===== src/hdl/mcp_pkg.sv =====
// Package for the monitor command parser: character codes, result kinds
// and the hex digit decoder. No dependencies.
package mcp_pkg;

    localparam logic [7:0] CHAR_SKIP    = 8'hFF;
    localparam logic [7:0] CHAR_HASH    = 8'h23;
    localparam logic [7:0] CHAR_COMMA   = 8'h2C;
    localparam logic [7:0] CHAR_WRITE_S = 8'h53;
    localparam logic [7:0] CHAR_WRITE_Y = 8'h59;
    localparam logic [7:0] CHAR_IDLE    = 8'h7A;   // 'z'
    localparam logic [3:0] DIGIT_TEN    = 4'hA;

    localparam logic KIND_CMD  = 1'b0;
    localparam logic KIND_DATA = 1'b1;

    typedef struct packed {
        logic       is_hex;
        logic [3:0] nibble;
    } t_hex;

    // Decode one ASCII hex digit, either case.
    function automatic t_hex hex_decode(input logic [7:0] ch);
        t_hex h;
        h.is_hex = 1'b0;
        h.nibble = 4'h0;
        if (ch >= 8'h30 && ch <= 8'h39) begin
            h.is_hex = 1'b1;
            h.nibble = ch[3:0];
        end else if ((ch >= 8'h41 && ch <= 8'h46) || (ch >= 8'h61 && ch <= 8'h66)) begin
            h.is_hex = 1'b1;
            h.nibble = ch[3:0] - 4'h1 + DIGIT_TEN;
        end
        return h;
    endfunction

endpackage


===== src/hdl/monitor_command_parser.sv =====
// Monitor command parser top level: byte stream in, command records and
// write payload bytes out. Depends on mcp_pkg.
//
//  channel  | dir | handshake                 | payload
//  ---------+-----+---------------------------+-----------------------------------
//  rx       | in  | i_rx_valid / o_rx_ready   | i_rx_byte
//  res      | out | o_res_valid / i_res_ready | o_kind, o_command_code, o_address,
//           |     |                           | o_value, o_data_byte, o_last
//
// One byte per cycle while o_rx_ready is high; a result shows in the cycle after its byte is accepted.
// The parse state is updated in the accepting cycle, the result lands in an
// output register, so the only stall source is that register being full
// while the sink holds i_res_ready low.
// Reset (i_rst_n low, synchronous) empties the output register and returns
// the letter to 'z' and all counters and numbers to zero.
module monitor_command_parser
    import mcp_pkg::*;
(
    input  logic        i_clk,
    input  logic        i_rst_n,
    input  logic        i_rx_valid,
    output logic        o_rx_ready,
    input  logic [7:0]  i_rx_byte,
    output logic        o_res_valid,
    input  logic        i_res_ready,
    output logic        o_kind,
    output logic [7:0]  o_command_code,
    output logic [31:0] o_address,
    output logic [31:0] o_value,
    output logic [7:0]  o_data_byte,
    output logic        o_last
);

    // Parse state
    logic [7:0]  r_letter,  n_letter;
    logic [31:0] r_number,  n_number;
    logic [31:0] r_addr,    n_addr;
    logic [31:0] r_remain,  n_remain;
    logic [31:0] r_offset,  n_offset;

    // Result register
    logic        r_res_valid;
    logic        r_kind,    n_kind;
    logic [7:0]  r_code,    n_code;
    logic [31:0] r_res_addr, n_res_addr;
    logic [31:0] r_value,   n_value;
    logic [7:0]  r_data,    n_data;
    logic        r_last,    n_last;
    logic        n_emit;

    logic        accept;
    logic        in_payload;
    t_hex        hex;

    // Output register frees up in the same cycle it is drained.
    assign o_rx_ready = !r_res_valid || i_res_ready;
    assign accept     = i_rx_valid && o_rx_ready;
    assign in_payload = (r_remain != 32'd0);
    assign hex        = hex_decode(i_rx_byte);

    always_comb begin
        n_letter   = r_letter;
        n_number   = r_number;
        n_addr     = r_addr;
        n_remain   = r_remain;
        n_offset   = r_offset;
        n_emit     = 1'b0;
        n_kind     = KIND_CMD;
        n_code     = r_letter;
        n_res_addr = r_addr;
        n_value    = r_number;
        n_data     = 8'h00;
        n_last     = 1'b0;

        if (in_payload) begin
            // Raw payload byte: no parsing at all, 0xFF included.
            n_emit     = 1'b1;
            n_kind     = KIND_DATA;
            n_code     = 8'h00;
            n_res_addr = r_addr + r_offset;
            n_value    = 32'd0;
            n_data     = i_rx_byte;
            n_last     = (r_remain == 32'd1);
            n_remain   = r_remain - 32'd1;
            n_offset   = r_offset + 32'd1;
        end else if (i_rx_byte == CHAR_SKIP) begin
            // filler byte, dropped
        end else if (i_rx_byte == CHAR_HASH) begin
            n_emit = 1'b1;
            if (r_letter == CHAR_WRITE_S || r_letter == CHAR_WRITE_Y) begin
                n_remain = r_number;
                n_offset = 32'd0;
            end
            n_letter = CHAR_IDLE;
            n_number = 32'd0;
        end else if (hex.is_hex) begin
            n_number = {r_number[27:0], hex.nibble};
        end else if (i_rx_byte == CHAR_COMMA) begin
            n_addr   = r_number;
            n_number = 32'd0;
        end else begin
            n_letter = i_rx_byte;
            n_number = 32'd0;
        end
    end

    always_ff @(posedge i_clk) begin
        if (!i_rst_n) begin
            r_letter    <= CHAR_IDLE;
            r_number    <= 32'd0;
            r_addr      <= 32'd0;
            r_remain    <= 32'd0;
            r_offset    <= 32'd0;
            r_res_valid <= 1'b0;
        end else begin
            if (accept) begin
                r_letter <= n_letter;
                r_number <= n_number;
                r_addr   <= n_addr;
                r_remain <= n_remain;
                r_offset <= n_offset;
            end
            if (accept && n_emit) begin
                r_res_valid <= 1'b1;
            end else if (i_res_ready) begin
                r_res_valid <= 1'b0;
            end
        end
    end

    // Result payload, no reset needed.
    always_ff @(posedge i_clk) begin
        if (accept && n_emit) begin
            r_kind     <= n_kind;
            r_code     <= n_code;
            r_res_addr <= n_res_addr;
            r_value    <= n_value;
            r_data     <= n_data;
            r_last     <= n_last;
        end
    end

    assign o_res_valid    = r_res_valid;
    assign o_kind         = r_kind;
    assign o_command_code = r_code;
    assign o_address      = r_res_addr;
    assign o_value        = r_value;
    assign o_data_byte    = r_data;
    assign o_last         = r_last;

endmodule


===== config.mk =====
export PLATFORM = sky130hd
export DESIGN_NAME = monitor_command_parser
export DESIGN_NICKNAME = d
export VERILOG_FILES = /design/src/hdl/mcp_pkg.sv /design/src/hdl/monitor_command_parser.sv
export SDC_FILE = /design/constraint.sdc
export NUM_CORES = 1
export LEC_CHECK = 0
export ABC_AREA = 1
export ABC_CLOCK_PERIOD_IN_PS = 8550
export BUFFER_PORTS_ARGS = -buffer_cell sky130_fd_sc_hd__buf_2
export CAP_MARGIN = 20
export CORE_ASPECT_RATIO = 1.2
export CORE_UTILIZATION = 50
export CTS_CLUSTER_SIZE = 24
export DETAILED_ROUTE_END_ITERATION = 16
export GPL_TIMING_DRIVEN = 0
export HOLD_SLACK_MARGIN = 0.12
export PLACE_DENSITY = 0.7
export SYNTH_ARGS = -nofsm -noshare
export SYNTH_HDL_FRONTEND = slang
export SYNTH_SLANG_ARGS = --single-unit

===== constraint.sdc =====
create_clock -name i_clk -period 8.55 [get_ports i_clk]
set_input_delay 0.855 -clock i_clk [delete_from_list [all_inputs] [get_ports i_clk]]
set_output_delay 0.855 -clock i_clk [all_outputs]
set_load 0.05 [all_outputs]

# Word level (Yosys, flattened, before mapping)
# Cells that the tools add are included.
[word_totals]
output_inout_bits = 84
wordCells = 75
input_bits = 12
ff_bits = 219
[op_classes]
magnitude_cmp = 6
eq_ne = 9
n_reduce_logical = 17
add_sub_neg = 5
bitwise = 4
n_mux = 22
[op_table]
columns = ["cell", "count"]
rows = [
  ["two-way mux 32 bit", 11],
  ["adder 32 x 1 -> 32 bit, second input constant", 1],
  ["adder 32 bit", 1],
  ["equality test 32 x 1 -> 1 bit, second input constant", 1],
  ["nonzero test 32 bit", 1],
  ["subtractor 32 x 1 -> 32 bit, second input constant", 1],
  ["two-way mux 8 bit", 3],
  ["equality test 8 x 6 -> 1 bit, second input constant", 2],
  ["equality test 8 x 7 -> 1 bit, second input constant", 2],
  ["greater-or-equal comparator 8 x 7 -> 1 bit, second input constant", 2],
  ["less-or-equal comparator 8 x 7 -> 1 bit, second input constant", 2],
  ["two-way mux 5 bit", 2],
  ["equality test 8 bit, second input constant", 1],
  ["greater-or-equal comparator 8 x 6 -> 1 bit, second input constant", 1],
  ["less-or-equal comparator 8 x 6 -> 1 bit, second input constant", 1],
  ["two-way mux 1 bit", 6],
  ["AND reduction 6 bit", 1],
  ["nonzero test 2 bit", 3],
  ["logical AND 1 bit", 5],
  ["AND reduction 5 bit", 1],
  ["adder 4 bit, second input constant", 1],
  ["inequality test 2 bit, second input constant", 2],
  ["NOT 1 bit", 4],
  ["AND reduction 4 bit", 1],
  ["5 further kinds", 7],
]

# Logic depth before layout (Yosys ltp)
# Gate-level depths: netlist of the first run.
[depth]
word_depth = 7
depth_mapped = 13
mapped_depth_nobuf = 13

# Least setup slack after synthesis of the first run
# OpenSTA, ideal clock, no wires.
[synth_path]
path_type = "input to register"
startpoint = "input port i_rx_byte[6]"
endpoint = "register r_res_addr[0], in the netlist o_address[0], enable pin"
path_buffers = 0
t_arrival_ps = 2992
cell_stages = 6
required_time_ps = 8114
path_slack_ps = 5122
path_cell_list = "nor2_1 and3_1 nand3_1 nand2_1 nand2_1 inv_1"
[synth_via]
elab_chain_len = 5
word_cells_on_any_way = 6
classes_between = "eq/ne (2); mux (3); reduce/logical (1)"
[synth_rtl]
columns = ["element", "line", "text"]
rows = [
  ["start: declaration", "monitor_command_parser.sv:23", "input logic [7:0] i_rx_byte,"],
  ["equality test 8 x 6 -> 1 bit", "monitor_command_parser.sv:88", "end else if (i_rx_byte == CHAR_HASH) begin"],
  ["two-way mux 1 bit", "monitor_command_parser.sv:88", ""],
  ["two-way mux 1 bit (*)", "monitor_command_parser.sv:86", "end else if (i_rx_byte == CHAR_SKIP) begin"],
  ["two-way mux 1 bit (*)", "monitor_command_parser.sv:75", "if (in_payload) begin"],
  ["logical AND 1 bit (*)", "monitor_command_parser.sv:133", "if (accept && n_emit) begin"],
  ["end signal: assignment", "monitor_command_parser.sv:136", "r_res_addr <= n_res_addr;"],
  ["end: declaration", "monitor_command_parser.sv:45", "logic [31:0] r_res_addr, n_res_addr;"],
]
# Mark *: on every way between the ends. The rest lies on a longest branch, timed or not.
# A chain may end at the register's enable or synchronous reset.

# Worst setup path after layout of the first run
[layout_path]
startpoint = "register r_remain[0]"
endpoint = "register r_res_addr[30], in the netlist o_address[30], data pin"
[layout_via]
elab_chain_len = 2
[layout_rtl]
columns = ["element", "line", "text"]
rows = [
  ["start: declaration", "monitor_command_parser.sv:38", "logic [31:0] r_remain, n_remain;"],
  ["start signal: assignment", "monitor_command_parser.sv:120", "r_remain <= n_remain;"],
  ["nonzero test 32 bit", "monitor_command_parser.sv:58", "assign in_payload = (r_remain != 32'd0);"],
  ["two-way mux 32 bit", "monitor_command_parser.sv:75", ""],
  ["via n_res_addr[30]", "monitor_command_parser.sv:45", ""],
]
# The timed path passes the listed nets, and every way through them passes these cells.

==> summary.txt, run 1 <==
Logic synthesis
  • Mapped Area: 12770 um2
  • Syn nets: 1973
  • Distinct cell type count after synthesis: 36
  • Mapped Cells: 1922
  • Seq/Total Area, Yosys: 0.4074
  • Syn avg cell area: 6.647 um2
  • YS warnings: 0
  • Yosys reg bits: 219

Timing
  • Tmin final: 2730 ps
  • Slew Viols, Final: 0
  • Least-Margin Pin Slew: 776.7 ps
  • Max transition margin: 0.4822
  • Final critical-path share of the clock period: 0.3193
  • Sum Neg Setup Slack: 0 ps
  • Clock skew: 16.14 ps
  • Fmax: 0.3663 GHz
  • Final hold vios: 0
  • RSZ-0062 raised after global routing: no
  • Final setup vio count: 0

Finish
  • Final net count: 2094
  • Layout fillers: 2509
  • Area growth syn-to-layout: 13.26%
  • Diodes inserted: 0
  • Register area: 5205 um2
  • Multi-input logic area: 6385 um2
  • Share of cells above drive strength 1: 0.09025

Clock network
  • CTS tree: done
  • CTS root buf: clkbuf_16
  • Num CTS Buffers: 24
  • Clock Sinks: 219
  • H-tree Lvls: 1
  • Setup Buffers After CTS: 0
  • CTS max path bufs: 3
  • Worst-path clk slew: 60 ps
  • Hold_buf cts: 0
  • Clk Latency, worst-skew pair: 530 ps
  • Resized Gates After CTS: 0

Routing
  • Vias/cell: 5.196
  • # DRC: 0
  • Wirelength per Cell: 16.49 um
  • Antenna Violating Nets Remaining: 0
  • Pre-antenna DRT Iters: 7
  • Total Wirelength: 39340 um
  • Via count: 12398
  • Initial DRC count: 898

Floorplanning
  • Initial core utilization: 0.5129
  • Die width: 147.9 um
  • Core Area: 24910 um2
  • Die area: 26200 um2
  • Die Span Y: 177.1 um
  • Std cell rows: 63
  • I/O pin cnt: 96

Worst setup path
  • Worst-path maximum fanout: 10
  • Reg2reg start: r_remain[0]
  • Startpoint types: register
  • Slowest cell on crit path: buf_1
  • Reg2reg setup slack: 5820 ps
  • CP arrival: 3110 ps
  • Worst path max stage delay: 530 ps
  • CP required: 8930 ps
  • Critical path type: reg -> reg
  • Worst path cell trace: inv_1 > ha_1 > nand2_2 > nor2_4 > nand2_2 > nor2_4 > buf_2 > buf_1 > nand2_1 > nand2_1
  • Worst R2R End: o_address[30]
  • Cells on worst reg2reg path: 10
  • Setup crit end kind: register

Min path
  • Class of the worst hold path: reg -> reg
  • Hold path depth: 2
  • Min-delay src: r_number[30]
  • Hold EP: r_number[30]

GRT
  • Total GRT Usage: 0.3026
  • GR Util met2: 0.5210
  • Largest net degree at the start of global routing: 66
  • Vias in the first global route: 11644
  • Met1 usage: 0.3516
  • Met3 usage: 0.04098
  • Antenna violations before repair: 1
  • Most Crowded Layer GR: met2
  • First-pass GRT wire length: 60720 um
  • Overflow after GRT: 0

Run status
  • Status: finished clean

Power
  • Power Total: 2.482 mW
  • Combinational Power Share: 0.120
  • Clk pwr share: 0.421
  • Leakage: 6.598 nW
  • Maximum vdd drop: 0.1603 mV
  • Sw Ratio: 0.2762
  • Power density over the cells: 171.5 nW/um2
  • Cell Int Power: 1.796 mW
  • Psw: 0.6854 mW
  • Register share of total power: 0.459

Placement
  • GPL Wtd Cong: 0.9946
  • Post-DP HPWL: 30490 um
  • IO Port Bufs: 94

Run
  • MaxCap Viol Count: 0
-- layout make-up --
class | count | share of cell area
Timing Repair Buffer | 95 | 0.03442
Sequential cell | 219 | 0.3597
Inverter | 241 | 0.06269
Multi-Input combinational cell | 1401 | 0.4413
Clock buffer | 29 | 0.04497
Clock inverter | 15 | 0.009426
Tap cell | 325 | 0.02810
Buffer | 61 | 0.01937
-- worst max path at each step --
stage                       startpoint            end  slack, ps  cells after the start
after floorplan           i_rx_byte[6]   o_address[0]       5120                      6
after global placement    i_rx_byte[7]  o_address[22]       4120                      7
after detailed placement  i_rx_byte[7]    r_remain[3]       5540                     10
after CTS                  r_remain[0]  o_address[30]       5840                     10
after global routing       r_remain[0]    r_remain[3]       5600                     12
final                      r_remain[0]  o_address[30]       5820                     10
-- cell usage in the layout (no fill, tap or decap), drive strengths merged --
master / netlist / final
nand2: 678 / 678
a21boi: 1 / 1
or2: 8 / 8
ha: 38 / 38
fa: 1 / 1
inv: 241 / 243
clkinv: 0 / 9
nand3b: 8 / 8
a21oi: 144 / 144
o21a: 2 / 2
edfxtp: 82 / 82
o31ai: 1 / 1
o211ai: 1 / 1
nor3: 16 / 16
dfxtp: 137 / 137
xnor2: 16 / 16
nand4: 14 / 14
o21ai: 81 / 81
xor2: 18 / 18
buf: 27 / 122
clkbuf: 34 / 63
o21bai: 1 / 1
nor2: 296 / 296
clkinvlp: 0 / 2
a21o: 1 / 1
nand3: 75 / 75
and3: 1 / 1
bufinv: 0 / 2
-- power by group through the flow --
stage	combinational, mW	sequential (mW)	clock (mW)
after floorplan	0.153	1.23	0
after global placement	0.289	1.16	0
after detailed placement	0.296	1.16	0
after CTS	0.298	1.14	1.06
after global routing	0.329	1.14	1.10
final	0.299	1.14	1.04
-- synthesized netlist by cell type, drive strengths merged --
library cell	number	area, um2
nor3	16	85.08
o211ai	1	7.510
clkbuf	34	128.9
buf	27	151.4
and3	1	6.260
edfxtp	82	2462
o21a	2	15.01
o21ai	81	405.4
nand4	14	87.58
nand3	75	380.4
o21bai	1	7.510
nand3b	8	60.06
nor2	296	1151
xnor2	16	140.1
a21o	1	7.510
nand2	678	2555
xor2	18	157.7
or2	8	50.05
o31ai	1	7.510
dfxtp	137	2743
a21boi	1	7.510
a21oi	144	758.2
ha	38	475.5
inv	241	904.6
fa	1	20.02
-- logic make-up after synthesis --
kind of cell               synth area share
adders and majority gates           0.03879
AOI/OAI and AO/OA                   0.09520
xor gates and xnor gates            0.02331
and+or+nand+nor                      0.3425
buffers and inverters               0.09275
DFF                                  0.4074
-- routing by layer --
metal / routed length (um) / share of wire / vias up
li1: - / - / 6267
met1: 16040 / 0.41 / 5588
met2: 18440 / 0.47 / 417
met3: 2153 / 0.055 / 124
met4: 2696 / 0.069 / 2
met5: 8 / 0.00020 / -
-- per-stage QoR --
stage / util / worst slack [ps] / cell area [um2] / hold slack (ps) / cells
finish: 0.5809 / 5820 / 14470 / 465.4 / 2386
CTS: 0.5809 / 5844 / 14470 / 465.3 / 2386
global placement: 0.5481 / 4116 / 13650 / 450.4 / 2341
floorplan: - / 5122 / 12770 / 442.0 / 1922
detailed placement: 0.5493 / 5541 / 13680 / 455.6 / 2342
global route: 0.5809 / 5605 / 14470 / 480.2 / 2386
-- sequential cells by signal, indices dropped and copies added, names as in the netlist, 8 cells and up --
name and cells:
o_address 32, o_value 32, r_addr 32, r_number 32, r_offset 32, r_remain 32, o_command_code 8, o_data_byte 8
r_letter 8
-- worst max-delay path: cells and delay by family (launching register included) --
family / cells / cell delay (ps)
flops: 1 / 330
buf+inv: 3 / 930
simple gates: 6 / 1050
fa+ha+maj: 1 / 260
No activity file was read; power rests on OpenSTA's default activity.
==> run 2: changes to the inputs <==
--- a/config.mk
+++ b/config.mk
@@ -6,7 +6,7 @@
 export NUM_CORES = 1
 export LEC_CHECK = 0
 export ABC_AREA = 1
-export ABC_CLOCK_PERIOD_IN_PS = 8550
+export ABC_CLOCK_PERIOD_IN_PS = 2300
 export BUFFER_PORTS_ARGS = -buffer_cell sky130_fd_sc_hd__buf_2
 export CAP_MARGIN = 20
 export CORE_ASPECT_RATIO = 1.2
@@ -15,7 +15,7 @@
 export DETAILED_ROUTE_END_ITERATION = 16
 export GPL_TIMING_DRIVEN = 0
 export HOLD_SLACK_MARGIN = 0.12
-export PLACE_DENSITY = 0.7
+export PLACE_DENSITY = 0.73
 export SYNTH_ARGS = -nofsm -noshare
 export SYNTH_HDL_FRONTEND = slang
 export SYNTH_SLANG_ARGS = --single-unit
==> constraint.sdc (replaced) <==
create_clock -name i_clk -period 2.3 [get_ports i_clk]
set_input_delay 0.23 -clock i_clk [delete_from_list [all_inputs] [get_ports i_clk]]
set_output_delay 0.23 -clock i_clk [all_outputs]
set_load 0.05 [all_outputs]
==> run 2 against run 1 <==
- first-iteration DRC count rose by 7.8%
- clock skew rose by 2.6 ps
- hold slack got worse by 210 ps
- combinational power rose to 3.9 times the previous value
- design area rose by 2.9%
- power rose to 3.8 times the previous value
- global-route usage rose by 0.50 points
- die area did not move
- critical path type unchanged
- routed wire length rose by 1.3%
- final cell count rose by 0.80%
- non-clock buffer count rose by 18
==> summary.txt, run 2 (same netlist as run 1, synthesis figures left out) <==
Timing
  • Least-Margin Pin Slew: 724.0 ps
  • Tmin final: 2202 ps
  • Max transition margin: 0.5174
  • Worst hold margin: 251.5 ps
  • Final critical-path share of the clock period: 0.9574
  • Fmax: 0.4541 GHz
  • Clock skew: 18.76 ps
  • Final hold vios: 0
  • Final setup vio count: 0
  • Worst Slack Setup Final: 97.96 ps
  • Slew Viols, Final: 0

Worst setup path
  • Worst path max stage delay: 380 ps
  • Worst path cell trace: ha_2 > fa_2 > nand3_1 > nand3_2 > nand2_1 > nand2_1 > nand2_1 > nand2_2 > or2_2 > nand3_1 > nand2_1
  • CP required: 2590 ps
  • Worst-path maximum fanout: 8
  • Largest delay share family, worst path: simple AND/OR/NAND/NOR gates
  • Cell mode on critical path: nand2_1
  • Reg2reg start: r_offset[0]
  • WP buf/inv: 0
  • Startpoint types: register
  • Crit path launch: r_offset[0]
  • Setup crit end kind: register
  • Critical path type: reg -> reg
  • CP arrival: 2490 ps
  • Slowest cell on crit path: dfxtp_4

Finish
  • Most common cell after layout, fill and taps aside: nand2_1
  • Most frequent cells in the layout: 665 x nand2_1, 278 x nor2_1, 237 x inv_1
  • Share of cells above drive strength 1: 0.1231
  • Final net count: 2113
  • Area growth syn-to-layout: 16.60%
  • Diodes inserted: 0

Placement
  • Worst slack, placed: -672.3 ps
  • GPL Wtd Cong: 1.017
  • IO Port Bufs: 94
  • Post-DP HPWL: 30660 um

Power
  • Cell Int Power: 6.843 mW
  • Combinational Power Share: 0.124
  • Psw: 2.617 mW
  • Leakage: 6.755 nW
  • Power density over the cells: 635.1 nW/um2
  • Sw Ratio: 0.2766
  • Clk pwr share: 0.429
  • Register share of total power: 0.448
  • Maximum vdd drop: 0.5239 mV

Routing
  • Vias/cell: 5.273
  • Pre-antenna DRT Iters: 7
  • Initial DRC count: 968
  • # DRC: 0
  • Wirelength per Cell: 16.56 um
  • Total Wirelength: 39830 um
  • Via count: 12682
  • Antenna Violating Nets Remaining: 0

Floorplanning
  • Die Span Y: 177.1 um
  • Initial core utilization: 0.5129
  • Die area: 26200 um2
  • Core Area: 24910 um2
  • I/O pin cnt: 96
  • Std cell rows: 63
  • Die width: 147.9 um

Clock network
  • H-tree Lvls: 1
  • CTS tree: done
  • CTS max path bufs: 3
  • Worst-path clk slew: 70 ps
  • Clk Latency, worst-skew pair: 540 ps
  • Num CTS Buffers: 24
  • Clock Sinks: 219
  • CTS root buf: clkbuf_16

GRT
  • Overflow after GRT: 0
  • Vias in the first global route: 11881
  • First-pass GRT wire length: 62120 um
  • Largest net degree at the start of global routing: 47
  • Antenna violations before repair: 0
  • Total GRT Usage: 0.3076

Min path
  • Class of the worst hold path: in -> reg
  • Min-delay src: i_rst_n

Run
  • MaxCap Viol Count: 0

Run status
  • Status: finished clean
==> run 2: cell types whose count changed in the layout (fill, tap and decap cells not counted), moves of 4 or more <==
cell | previous run | this run
clkbuf_1 | 36 | 24
nand2_1 | 674 | 665
dfxtp_2 | 0 | 8
nor2_1 | 288 | 278
nor2_2 | 4 | 8
ha_1 | 38 | 31
nand2_2 | 4 | 11
dlygate4sd3_1 | 0 | 9
buf_4 | 3 | 13
clkbuf_2 | 1 | 13
dfxtp_1 | 137 | 126
ha_4 | 0 | 4
nor2_4 | 4 | 10
==> run 2: final timing paths <==
kind	depth (start not counted)	slack, ps	end
setup / recovery	11	100	o_address[12]
hold / removal	3	250	r_addr[31]
setup reg to reg	11	100	o_address[12]
hold reg to reg	2	480	r_number[30]
==> run 2: what timing repair did <==
item	in CTS	in global routing
pin swaps	2	5
hold buffers	9	0
gates cloned	1	0
hold endpoints to repair	16	0
setup buffers	4	6
resized for setup	13	62
endpoints found under the setup margin	142	264
==> run 2: final cells by class <==
class	instances	area [um2]
tap	325	406.6
timing repair buffer	114	668.1
clock buffer	29	650.6
multi-input combinational	1401	6549
sequential	219	5226
timing repair inverter	1	7.507
fill	2386	10010
buffer	60	307.8
inverter	241	908.4
clock inverter	15	171.4
==> run 2: tightest hold or removal path, stage by stage <==
cell	delay [ps]
clkbuf_1	270
o21ai_0	180
a21oi_1	60
==> run 2: stage by stage <==
stage	utilization	setup TNS, ps	area (um2)	power [mW]	std cells
after floorplan	-	-34400	12810	5.143	1922
after global placement	0.5493	-110710	13680	5.401	2341
after detailed placement	0.5501	-49860	13700	5.422	2342
after CTS	0.5893	0	14680	9.451	2400
after global routing	0.5980	-68.11	14900	9.775	2405
final	0.5980	0	14900	9.460	2405
==> run 2: layer usage <==
layer  track usage  share of wire  vias up
met5             0              0        -
met4        0.1710          0.060        0
met3       0.04201          0.060      125
met2        0.5283           0.47      471
met1        0.3705           0.41     5774
li1              -              -     6312
==> run 2: power groups by stage <==
stage	clock (mW)	sequential, mW	combinational (mW)
2_1_floorplan	0	4.56	0.582
3_3_place_gp	0	4.32	1.08
3_5_place_dp	0	4.31	1.11
4_1_cts	4.09	4.23	1.13
5_1_grt	4.25	4.25	1.28
6_report	4.05	4.23	1.17
